[config.mk]
export PLATFORM = sky130hd
export DESIGN_NAME = csdm_div_cell
export DESIGN_NICKNAME = d
export VERILOG_FILES = /design/src/concentric_square_to_disk_map_core_assert.svh /design/src/csdm_div_cell.sv
export SDC_FILE = /design/constraint.sdc
export NUM_CORES = 1
export LEC_CHECK = 0
export ABC_AREA = 1
export BUFFER_PORTS_ARGS = -buffer_cell sky130_fd_sc_hd__buf_2
export CORE_MARGIN = 2
export CORE_UTILIZATION = 30
export CTS_BUF_LIST = sky130_fd_sc_hd__clkbuf_4
export DETAILED_ROUTE_END_ITERATION = 7
export GPL_ROUTABILITY_DRIVEN = 0
export HOLD_SLACK_MARGIN = 0.1
export PLACE_DENSITY = 0.5
export SYNTH_ARGS = -nofsm -noshare
export SYNTH_HDL_FRONTEND = slang
export SYNTH_SLANG_ARGS = --single-unit
[constraint.sdc]
create_clock -name clk -period 4.1 [get_ports clk]
set_clock_uncertainty 0.1 [all_clocks]
set_input_delay 0.82 -clock clk [delete_from_list [all_inputs] [get_ports clk]]
set_output_delay 0.82 -clock clk [all_outputs]
set_load 0.05 [all_outputs]
[src/concentric_square_to_disk_map_core_assert.svh]
// Assertion macros for the disk-map RTL.
`ifndef CONCENTRIC_SQUARE_TO_DISK_MAP_CORE_ASSERT_SVH
`define CONCENTRIC_SQUARE_TO_DISK_MAP_CORE_ASSERT_SVH

// Same-cycle implication, checked out of reset.
`define CSDM_ASSERT_NOW(lbl, clk, rst, ante, cons, msg) \
  lbl: assert property (@(posedge clk) disable iff (rst) (ante) |-> (cons)) else $error(msg);

// Next-cycle implication, checked out of reset.
`define CSDM_ASSERT_NEXT(lbl, clk, rst, ante, cons, msg) \
  lbl: assert property (@(posedge clk) disable iff (rst) (ante) |=> (cons)) else $error(msg);

`endif

[src/csdm_div_cell.sv]
// One restoring-division cell: yields one quotient bit per stage.
`timescale 1ns / 1ps
`default_nettype none
module csdm_div_cell #(
  parameter int DEN_W  = 16,
  parameter int QUO_W  = 31,
  parameter int SIDE_W = 3,
  parameter bit FIRST  = 1'b0
) (
  input  wire logic              clk,
  input  wire logic              rst,
  input  wire logic              en,
  input  wire logic              in_valid,
  input  wire logic [DEN_W-1:0]  in_rem,
  input  wire logic [DEN_W-1:0]  in_den,
  input  wire logic [QUO_W-1:0]  in_quo,
  input  wire logic [SIDE_W-1:0] in_side,
  output logic                   out_valid,
  output logic [DEN_W-1:0]       out_rem,
  output logic [DEN_W-1:0]       out_den,
  output logic [QUO_W-1:0]       out_quo,
  output logic [SIDE_W-1:0]      out_side
);

  logic [DEN_W:0]   trial;
  logic [DEN_W:0]   diff;
  logic             take;
  logic [DEN_W-1:0] rem_next;

  // Double the remainder (not on the leading bit), trial-subtract the divisor
  always_comb begin
    trial    = FIRST ? {1'b0, in_rem} : {in_rem, 1'b0};
    take     = trial >= {1'b0, in_den};
    diff     = trial - {1'b0, in_den};
    rem_next = take ? diff[DEN_W-1:0] : trial[DEN_W-1:0];
  end

  // Hold valid under reset
  always_ff @(posedge clk) begin
    if (rst) begin
      out_valid <= 1'b0;
    end else if (en) begin
      out_valid <= in_valid;
    end
  end

  // Advance the word
  always_ff @(posedge clk) begin
    if (en) begin
      out_rem  <= rem_next;
      out_den  <= in_den;
      out_quo  <= {in_quo[QUO_W-2:0], take};
      out_side <= in_side;
    end
  end

endmodule
`default_nettype wire

==> flow_summary.ini, run 1 <==
[yosys]
syn_avg_cell_area_um2 = 10.2
synth-seq-cells = 67
syn-cell-area_um2 = 3340
yosysWarnings = 0
synthCells = 329
ys_types = 26
synth-edff-count = 66
synth_seq_area_share_pct = 59.9
syn-num-nets = 416
synth_ff_type = edfxtp_1
synthArstFlopShare_pct = 0

[clocking]
cts_tree = built
post_cts_buffers = 0
clkLatencyLatePin_ns = 0.41
cts_buffer_depth = 2
clk_pin_slew_worst_paths_ns = 0.11
cts.sinks = 67
hold_buffers = 0
numCtsBuffers = 9
htree_num_levels = 3
cts_resized = 0
cts-root-buf = clkbuf_4

[global_routing]
grt_pass1_wl_mm = 12.2
grt_max_degree = 34
grt_antenna_before_repair = 0
grt_overflow_total = 0
grt_pass1_vias = 2627
track_usage_pct = 13.5

[worst_setup_path]
cp_max_fo = 18
critical_path_buf_inv_count = 3
cp_common_cell = nand2_1
r2r_cells = 2
worstSetupPathType = primary input to flop
cp-start-kind = primary input
crit_family = simple AND/OR/NAND/NOR gates
crit_cells = 12
cp-end-kind = flop
cp_slowest_stage_delay_ns = 0.39
cpMaxStageDelayCell = ha_1
cp.required_ns = 4.17
worst_ep_arrival_time_ns = 2.40
path_cells = buf_2 > inv_1 > ha_1 > nand2_1 > nor2_2 > nand2_1 > nor3_2 > nor2_2 > nand2_4 > inv_4 > nand2_1 > nand2_1

[floorplan]
core_um2 = 10800
die_width_um = 110
die-area_um2 = 12000
std_cell_rows = 38
die_h_um = 110
design.portCount = 137
initial_utilization_pct = 30.8

[worst_hold_path]
whs_path_depth = 2
min_path_type = flop to flop

[routing]
drc = 0
first_pass_iters = 4
vias_per_cell = 4.31
wirelength_mm = 8.11
first_iter_violations = 74
wire_per_inst_um = 13.1
vias = 2665
ant_nets = 0

[placed_design]
numPlacedInstances = 603
dp_hpwl_mm = 6.39
io_buffers = 135

[run]
maxCapViolations = 0

[sta]
grt_setup_unrepaired = no
tightest_slew_ns = 0.415
tns_ns = 0
fmax_mhz = 429
fin_crit_sh_pct = 56.9
drv_slew = 0
setup_viol = 0
hold_viol_final = 0
max_slew_margin_pct = 72.4
min_period_ns = 2.33

[layout]
drive_above_1_share_pct = 36.5
ff_latch_area_um2 = 2000
nets = 561
n_fill_cell = 1093
fin_cells = 619
multi_input_area_um2 = 1100
synthToLayoutAreaGrowth_pct = 28.5
insertedDiodeCount = 0

[power_and_ir_drop]
p_total_mw = 1.75
ir_drop_mv = 0.172
leakage_nw = 2.14
p_per_area_nw_per_um2 = 406

[status]
status = completed
[sequential cells by signal, summed over array words and instances, names as in the netlist]
register   cells
out_den       16
out_rem       16
out_valid      1
out_side       3
out_quo       31
[kinds of logic after synthesis]
kind of cell	count (synthesis)	synth area share, %
AND/OR/NAND/NOR	167	22.5
flip-flops	67	59.9
buffers and inverters	59	7.19
adder cells (fa/ha/maj)	17	6.59
AO/OA/AOI/OAI	11	1.65
XOR/XNOR	7	1.83
multiplexers	1	0.300
[through the flow]
| step | cell area [um2] | setup slack, ns | utilization (%) | hold slack [ns] |
|---|---|---|---|---|
| 2_1_floorplan | 3340 | 1.71 | - | 0.633 |
| 3_3_place_gp | 4180 | 1.29 | 38.6 | 0.369 |
| 3_5_place_dp | 4180 | 1.27 | 38.6 | 0.379 |
| 4_1_cts | 4290 | 1.74 | 39.6 | 0.408 |
| 5_1_grt | 4290 | 1.57 | 39.6 | 0.411 |
| 6_report | 4290 | 1.77 | 39.6 | 0.402 |
[path summary, 6_finish.rpt]
path	start	to	slack, ns
worst min-delay path	out_valid$_SDFFE_PP0P_	out_valid$_SDFFE_PP0P_	0.40
worst max-delay path	in_den[9]	out_rem[8]$_DFFE_PP_	1.77
worst max register to register	out_valid$_SDFFE_PP0P_	out_valid$_SDFFE_PP0P_	3.42
worst min register to register	out_valid$_SDFFE_PP0P_	out_valid$_SDFFE_PP0P_	0.40
[metal layers]
| metal | up-vias | GRT usage, % | routed length [um] |
|---|---|---|---|
| met3 | 13 | 5.69 | 938 |
| li1 | 1357 | - | - |
| met5 | - | 0 | 0 |
| met2 | 113 | 22.6 | 3690 |
| met1 | 1182 | 14.8 | 3330 |
| met4 | 0 | 6.15 | 150 |
[power breakdown]
part | switching, mW | total (mW) | internal, mW
sequential | 0.0139 | 0.843 | 0.829
clock | 0.235 | 0.372 | 0.136
combinational | 0.398 | 0.531 | 0.133
[cell usage in the layout (no fill, tap or decap), types with 3 or more instances in the layout]
master    instances
a21oi_1          10
and2_1            4
buf_2           135
clkbuf_4         11
clkinv_2          3
edfxtp_1         66
ha_1             16
inv_1            55
nand2_1         106
nand2_2          11
nand3_1          16
nand3b_1          3
nand4_1           5
nor2_1           10
nor2_2            6
xor2_1            5
[worst register-to-register path, delay by kind of cell (launching register included)]
kind / cells / cell delay [ns]
AND/OR/NAND/NOR: 1 / 0.05
multiplexers: 1 / 0.11
flip-flops: 1 / 0.33
[cell type report]
type,count,area share (%)
Multi-Input combinational cell,203,25.6
Sequential cell,67,46.6
Clock inverter,5,0.728
Timing Repair Buffer,137,16.1
Clock buffer,11,1.92
Inverter,56,4.95
Tap cell,140,4.08
[synthesized netlist by cell type, types with 2 or more instances]
master	instances	area (um2)
nand3_2	2	20.0
nor2_2	6	37.5
ha_1	16	200
nand2_1	106	398
inv_1	55	206
nand3b_1	3	22.5
xnor2_1	2	17.5
nand3_1	16	80.1
buf_6	2	22.5
nor2_1	10	37.5
and2_1	4	25.0
edfxtp_1	66	1980
a21oi_1	10	50.1
nand4_1	5	31.3
nand2_2	11	68.8
xor2_1	5	43.8
Power figures use the tool's default switching activity.
==> inputs of run 2 (changes only) <==
==> constraint.sdc (replaced) <==
create_clock -name clk -period 2.3 [get_ports clk]
set_clock_uncertainty 0.1 [all_clocks]
set_input_delay 0.46 -clock clk [delete_from_list [all_inputs] [get_ports clk]]
set_output_delay 0.46 -clock clk [all_outputs]
set_load 0.05 [all_outputs]
==> run 2 against run 1 <==
Compared with the run above: clock-buffer cell count unchanged; sequential share of layout area decreased by 5.4 points; hold slack got worse by 0.25 ns; cell count increased by 9.0%; power increased by 90%; sequential power increased by 78%; setup slack got worse by 1.4 ns; sequential cell count unchanged; combinational power increased by 96%; register-to-register slack got worse by 1.8 ns; cell area increased by 13%; highest routed layer unchanged; clock power increased by 110%.
==> flow_summary.ini, run 2 (same netlist as run 1, synthesis figures left out) <==
[routing]
wirelength_mm = 8.55
vias_per_cell = 4.24
wire_per_inst_um = 12.7
vias = 2865
ant_nets = 0
first_pass_iters = 4
drc = 0
first_iter_violations = 132

[global_routing]
track_usage_pct = 14.1
grt_pass1_wl_mm = 12.9
grt_antenna_before_repair = 0
grt_overflow_total = 0
grt_max_degree = 68
grt_pass1_vias = 2761

[sta]
hold_viol_final = 0
drv_slew = 0
max_slew_margin_pct = 75.8
grt_setup_unrepaired = no
fin_crit_sh_pct = 84.2
fmax_mhz = 516
setup_viol = 0
tns_ns = 0
min_period_ns = 1.94
tightest_slew_ns = 0.363
fin_hold_ws_ns = 0.148

[layout]
nets = 617
final_area_um2 = 4850
final_cell_mix = buf_2, nand2_1, edfxtp_1
utilization_pct = 44.7
layout_commonest_cell = buf_2
largest_reg_flops = 31
regMostFlops = out_quo
synthToLayoutAreaGrowth_pct = 45.2
drive_above_1_share_pct = 35.7
insertedDiodeCount = 0
largestRegisters = out_quo x31, out_den x16, out_rem x16

[floorplan]
core_um2 = 10800
die_h_um = 110
die-area_um2 = 12000
die_width_um = 110
initial_utilization_pct = 30.8
std_cell_rows = 38
design.portCount = 137

[clocking]
clkLatencyLatePin_ns = 0.40
cts_resized = 0
cts_tree = built
htree_num_levels = 3
cts_buffer_depth = 2
cts-root-buf = clkbuf_4
clk_pin_slew_worst_paths_ns = 0.10
numCtsBuffers = 9
cts.sinks = 67

[run]
maxCapViolations = 0

[status]
status = completed

[power_and_ir_drop]
ir_drop_mv = 0.323
p_total_mw = 3.32
p_per_area_nw_per_um2 = 685
leakage_nw = 2.40

[worst_setup_path]
worst_ep_arrival_time_ns = 1.99
cp_max_fo = 11
cp-end-kind = flop
worstSetupPathType = primary input to flop
cp-start-kind = primary input
cp.required_ns = 2.35

[placed_design]
io_buffers = 135
place_area_um2 = 4310
dp_hpwl_mm = 6.32

[worst_hold_path]
min_path_type = primary input to flop
-- run 2: cell count changes in the layout (fill, tap and decap cells not counted), sizes merged --
cell	before	now
buf	137	153
clkinvlp	1	2
bufinv	0	1
dlygate4sd3	0	40
clkinv	4	2
-- run 2: final timing paths --
path	start	endpoint	slack, ns	cells after the start
setup / recovery	in_rem[11]	out_rem[4]$_DFFE_PP_	0.36	13
hold / removal	in_quo[23]	out_quo[24]$_DFFE_PP_	0.15	1
setup reg to reg	out_valid$_SDFFE_PP0P_	out_valid$_SDFFE_PP0P_	1.62	2
hold reg to reg	out_valid$_SDFFE_PP0P_	out_valid$_SDFFE_PP0P_	0.40	2
-- run 2: worst max-delay path: stages --
cell and delay [ns]:
buf_2 0.11, ha_1 0.36, nand2_1 0.15, inv_1 0.05, nand2_1 0.06, nand2_1 0.08, nand2_1 0.07, nand2_1 0.05
nor2_2 0.15, nand2_4 0.14, buf_4 0.19, nand2_1 0.06, nand2_1 0.06
-- run 2: per-layer routing --
layer	global-route usage (%)	share of wire, %	wire length [um]
met5	0	0	0
met4	6.15	0.94	80
met3	5.22	10	895
met2	22.6	45	3820
met1	16.8	44	3750
-- run 2: stage by stage --
stage | cells | worst slack [ns]
2_1_floorplan | 329 | 0.273
3_3_place_gp | 619 | -0.0255
3_5_place_dp | 619 | -0.0250
4_1_cts | 671 | 0.423
5_1_grt | 675 | 0.263
6_report | 675 | 0.363
-- run 2: layout make-up --
class                           count  area (um2)
Fill cell                        1055        5990
Sequential cell                    67        2000
Timing Repair Buffer              193        1220
Multi-Input combinational cell    203        1100
Inverter                           56         213
Tap cell                          140         175
Clock buffer                       11        82.6
Clock inverter                      5        55.1
-- run 2: timing repair --
| action | CTS | global route |
|---|---|---|
| hold buffers | 36 | 4 |
| hold endpoints to repair | 36 | 4 |
| setup buffers | 0 | 0 |
| setup endpoints to repair | 0 | 0 |
-- run 2: power breakdown --
part / total, mW / internal [mW] / switching (mW)
clock: 0.779 / 0.352 / 0.427
sequential: 1.50 / 1.48 / 0.0249
combinational: 1.04 / 0.315 / 0.725
total: 3.32 / 2.15 / 1.18
==> inputs of run 3 (changes only) <==
--- a/config.mk
+++ b/config.mk
@@ -5,7 +5,7 @@
 export SDC_FILE = /design/constraint.sdc
 export NUM_CORES = 1
 export LEC_CHECK = 0
-export ABC_AREA = 1
+export ABC_AREA = 0
 export BUFFER_PORTS_ARGS = -buffer_cell sky130_fd_sc_hd__buf_2
 export CORE_MARGIN = 2
 export CORE_UTILIZATION = 30
@@ -13,7 +13,7 @@
 export DETAILED_ROUTE_END_ITERATION = 7
 export GPL_ROUTABILITY_DRIVEN = 0
 export HOLD_SLACK_MARGIN = 0.1
-export PLACE_DENSITY = 0.5
+export PLACE_DENSITY = 0.53
 export SYNTH_ARGS = -nofsm -noshare
 export SYNTH_HDL_FRONTEND = slang
 export SYNTH_SLANG_ARGS = --single-unit
==> constraint.sdc (replaced) <==
create_clock -name clk -period 1.6 [get_ports clk]
set_clock_uncertainty 0.1 [all_clocks]
set_input_delay 0.32 -clock clk [delete_from_list [all_inputs] [get_ports clk]]
set_output_delay 0.32 -clock clk [all_outputs]
set_load 0.05 [all_outputs]
==> run 3 against run 2 <==
Compared with the run above: sequential power rose by 45%; setup slack worse by 0.75 ns; clock-buffer cell count shrank 2; hold slack better by 0.0035 ns; sequential share of layout area is 5.7 points lower; the flow now finishes with violations (negative setup slack); largest power group unchanged; utilization grew 10 points; critical endpoint is now out_rem[9]$_DFFE_PP_; global-route usage increased by 0.75 points; wire length decreased by 1.3%; critical path depth shrank 4; clock power up 62%.
==> flow_summary.ini, run 3 <==
[clocking]
cts_tree = built
cts.sinks = 67
clk_pin_slew_worst_paths_ns = 0.12
numCtsBuffers = 9
cts-root-buf = clkbuf_4
cts_buffer_depth = 2
htree_num_levels = 3
clkLatencyLatePin_ns = 0.41

[sta]
fmax_mhz = 503
hold_viol_final = 0
fin_crit_sh_pct = 124
tightest_slew_ns = 0.359
max_slew_margin_pct = 75.9
grt_setup_unrepaired = yes
setup_viol = 17
min_period_ns = 1.99
drv_slew = 0
fin_ws_ns = -0.389
tns_ns = -5.60

[yosys]
syn-cell-area_um2 = 3170
synthCells = 223
yosysWarnings = 0
syn_avg_cell_area_um2 = 14.2
synth-seq-cells = 67
yosysMostFrequentCell = edfxtp_1
synth_xor_area_share_pct = 3.04
syn-num-nets = 310
synth_top_family_by_area = compound AO/OA/AOI/OAI gates
synth_commonest_cells = edfxtp_1, inv_1, ha_1
netlist.area_leader.share_pct = 62.6
ys_types = 44
synth-simple-area-share_pct = 7.55
synth_largest_area_cell = edfxtp_1
ys_top_cells_by_area = edfxtp_1, ha_1, mux2_4
synth_ff_type = edfxtp_1
synthAdderAreaFrac_pct = 6.95
synth-edff-count = 66
synth-compound-area-share_pct = 10.3
synth_mux_area_share_pct = 5.93
synthArstFlopShare_pct = 0
synth_seq_area_share_pct = 63.2

[layout]
synthToLayoutAreaGrowth_pct = 77.8
largestRegisters = out_quo x31, out_den x16, out_rem x16
n_fill_cell = 886
insertedDiodeCount = 0
final_cell_mix = buf_2, edfxtp_1, buf_4
largest_reg_flops = 31
final_area_um2 = 5630
layout_commonest_cell = buf_2
regMostFlops = out_quo
nets = 575
drive_above_1_share_pct = 55.2

[power_and_ir_drop]
p_seq_share_pct = 41.0
leakage_nw = 2.47
ir_drop_mv = 0.393
p_int_mw = 3.54
swShare_pct = 33.3
p_per_area_nw_per_um2 = 942
pwr-share-comb_pct = 35.2
p_sw_mw = 1.76
clkPwrFrac_pct = 23.8

[global_routing]
grt_overflow_total = 0
track_usage_pct = 14.8
grt_antenna_before_repair = 0
grt_pass1_vias = 2804
grt_pass1_wl_mm = 13.0
grt_max_degree = 44

[routing]
vias = 2720
drc = 0
ant_nets = 0
wirelength_mm = 8.43
first_iter_violations = 93
vias_per_cell = 4.32
first_pass_iters = 4
wire_per_inst_um = 13.4

[floorplan]
die_h_um = 107
die-area_um2 = 11400
initial_utilization_pct = 30.8
design.portCount = 137
die_width_um = 107
core_um2 = 10300
std_cell_rows = 37

[placed_design]
dp_slack_ns = -1.04
io_buffers = 135
dp_hpwl_mm = 5.90
place_area_um2 = 4480

[worst_setup_path]
r2r-start = out_valid$_SDFFE_PP0P_
crit_start = in_rem[0]
worstSetupPathType = primary input to flop
cp.required_ns = 1.67
worst_ep_arrival_time_ns = 2.06
cp-start-kind = primary input
reg2reg_slack_ns = 0.34
endpoint = out_rem[9]$_DFFE_PP_
reg2reg_to = out_valid$_SDFFE_PP0P_
r2r_cells = 3
cp_max_fo = 7
cp-end-kind = flop

[worst_hold_path]
min_path_type = primary input to flop

[run]
maxCapViolations = 0

[status]
status = finished, violations left
violations = negative setup slack
run 3: cell count changes after synthesis, moves of 11 or more:
cell and change:
nand2_1 -96, inv_1 -36, nand2_2 -11, nand3_1 -11
run 3: worst min path at each step:
stage	slack [ns]	end	depth (start not counted)	start
after floorplan	0.29	out_valid$_SDFFE_PP0P_	1	rst
after global placement	0.37	out_valid$_SDFFE_PP0P_	2	out_valid$_SDFFE_PP0P_
after detailed placement	0.38	out_valid$_SDFFE_PP0P_	2	rst
after CTS	0.10	out_rem[3]$_DFFE_PP_	2	in_rem[2]
after global routing	0.11	out_rem[5]$_DFFE_PP_	2	in_rem[4]
final	0.15	out_rem[4]$_DFFE_PP_	2	in_rem[3]
run 3: metal layers:
| layer | GRT usage, % | part of all wire (%) | vias to the layer above |
|---|---|---|---|
| met5 | 0 | 0 | - |
| met4 | 5.29 | 1.3 | 0 |
| met3 | 5.29 | 7.7 | 8 |
| li1 | - | - | 1367 |
| met1 | 17.5 | 43 | 1244 |
| met2 | 24.9 | 48 | 101 |
run 3: repair_timing:
action,CTS,global route
pin swaps,18,17
gates resized for setup,36,32
endpoints found under the setup margin,17,17
buffers inserted,8,6
hold buffers,54,2
hold endpoints to repair,53,2
run 3: layout make-up:
cell class | instances | area, um2 | share of cell area, %
Inverter | 19 | 86.3 | 1.53
Timing Repair Buffer | 256 | 1830 | 32.6
Clock inverter | 7 | 92.6 | 1.64
Sequential cell | 67 | 2000 | 35.6
Clock buffer | 9 | 67.6 | 1.20
Tap cell | 136 | 170 | 3.02
Multi-Input combinational cell | 135 | 1380 | 24.4
run 3: through the flow:
stage / utilization [%] / instances / power, mW / hold slack [ns]
after floorplan: - / 223 / 3.28 / 0.292
after global placement: 43.6 / 543 / 3.79 / 0.370
after detailed placement: 43.6 / 543 / 3.80 / 0.381
after CTS: 53.1 / 621 / 5.32 / 0.103
after global routing: 54.8 / 629 / 5.57 / 0.112
final: 54.8 / 629 / 5.30 / 0.152
run 3: cell families (layout without fill, tap and decap cells):
| group | count (synthesis) | count (layout) |
|---|---|---|
| AOI/OAI and AO/OA | 45 | 45 |
| xor gates and xnor gates | 11 | 11 |
| adders and majority gates | 17 | 17 |
| buffers and inverters | 21 | 291 |
| DFF | 67 | 67 |
| muxes | 15 | 15 |
| and+or+nand+nor | 47 | 47 |
run 3: worst max-delay path: stages:
cell	delay, ns
buf_6	0.09
buf_6	0.10
ha_4	0.27
ha_4	0.12
nand4_1	0.13
o311a_1	0.36
a21boi_4	0.19
buf_6	0.17
mux2_4	0.30
run 3: power by group through the flow:
stage	Clock (mW)	Sequential, mW	Combinational (mW)
after CTS	1.33	2.17	1.82
after detailed placement	0	2.21	1.58
after global placement	0	2.21	1.58
after floorplan	0	2.83	0.458
after global routing	1.40	2.19	1.99
final	1.26	2.17	1.87
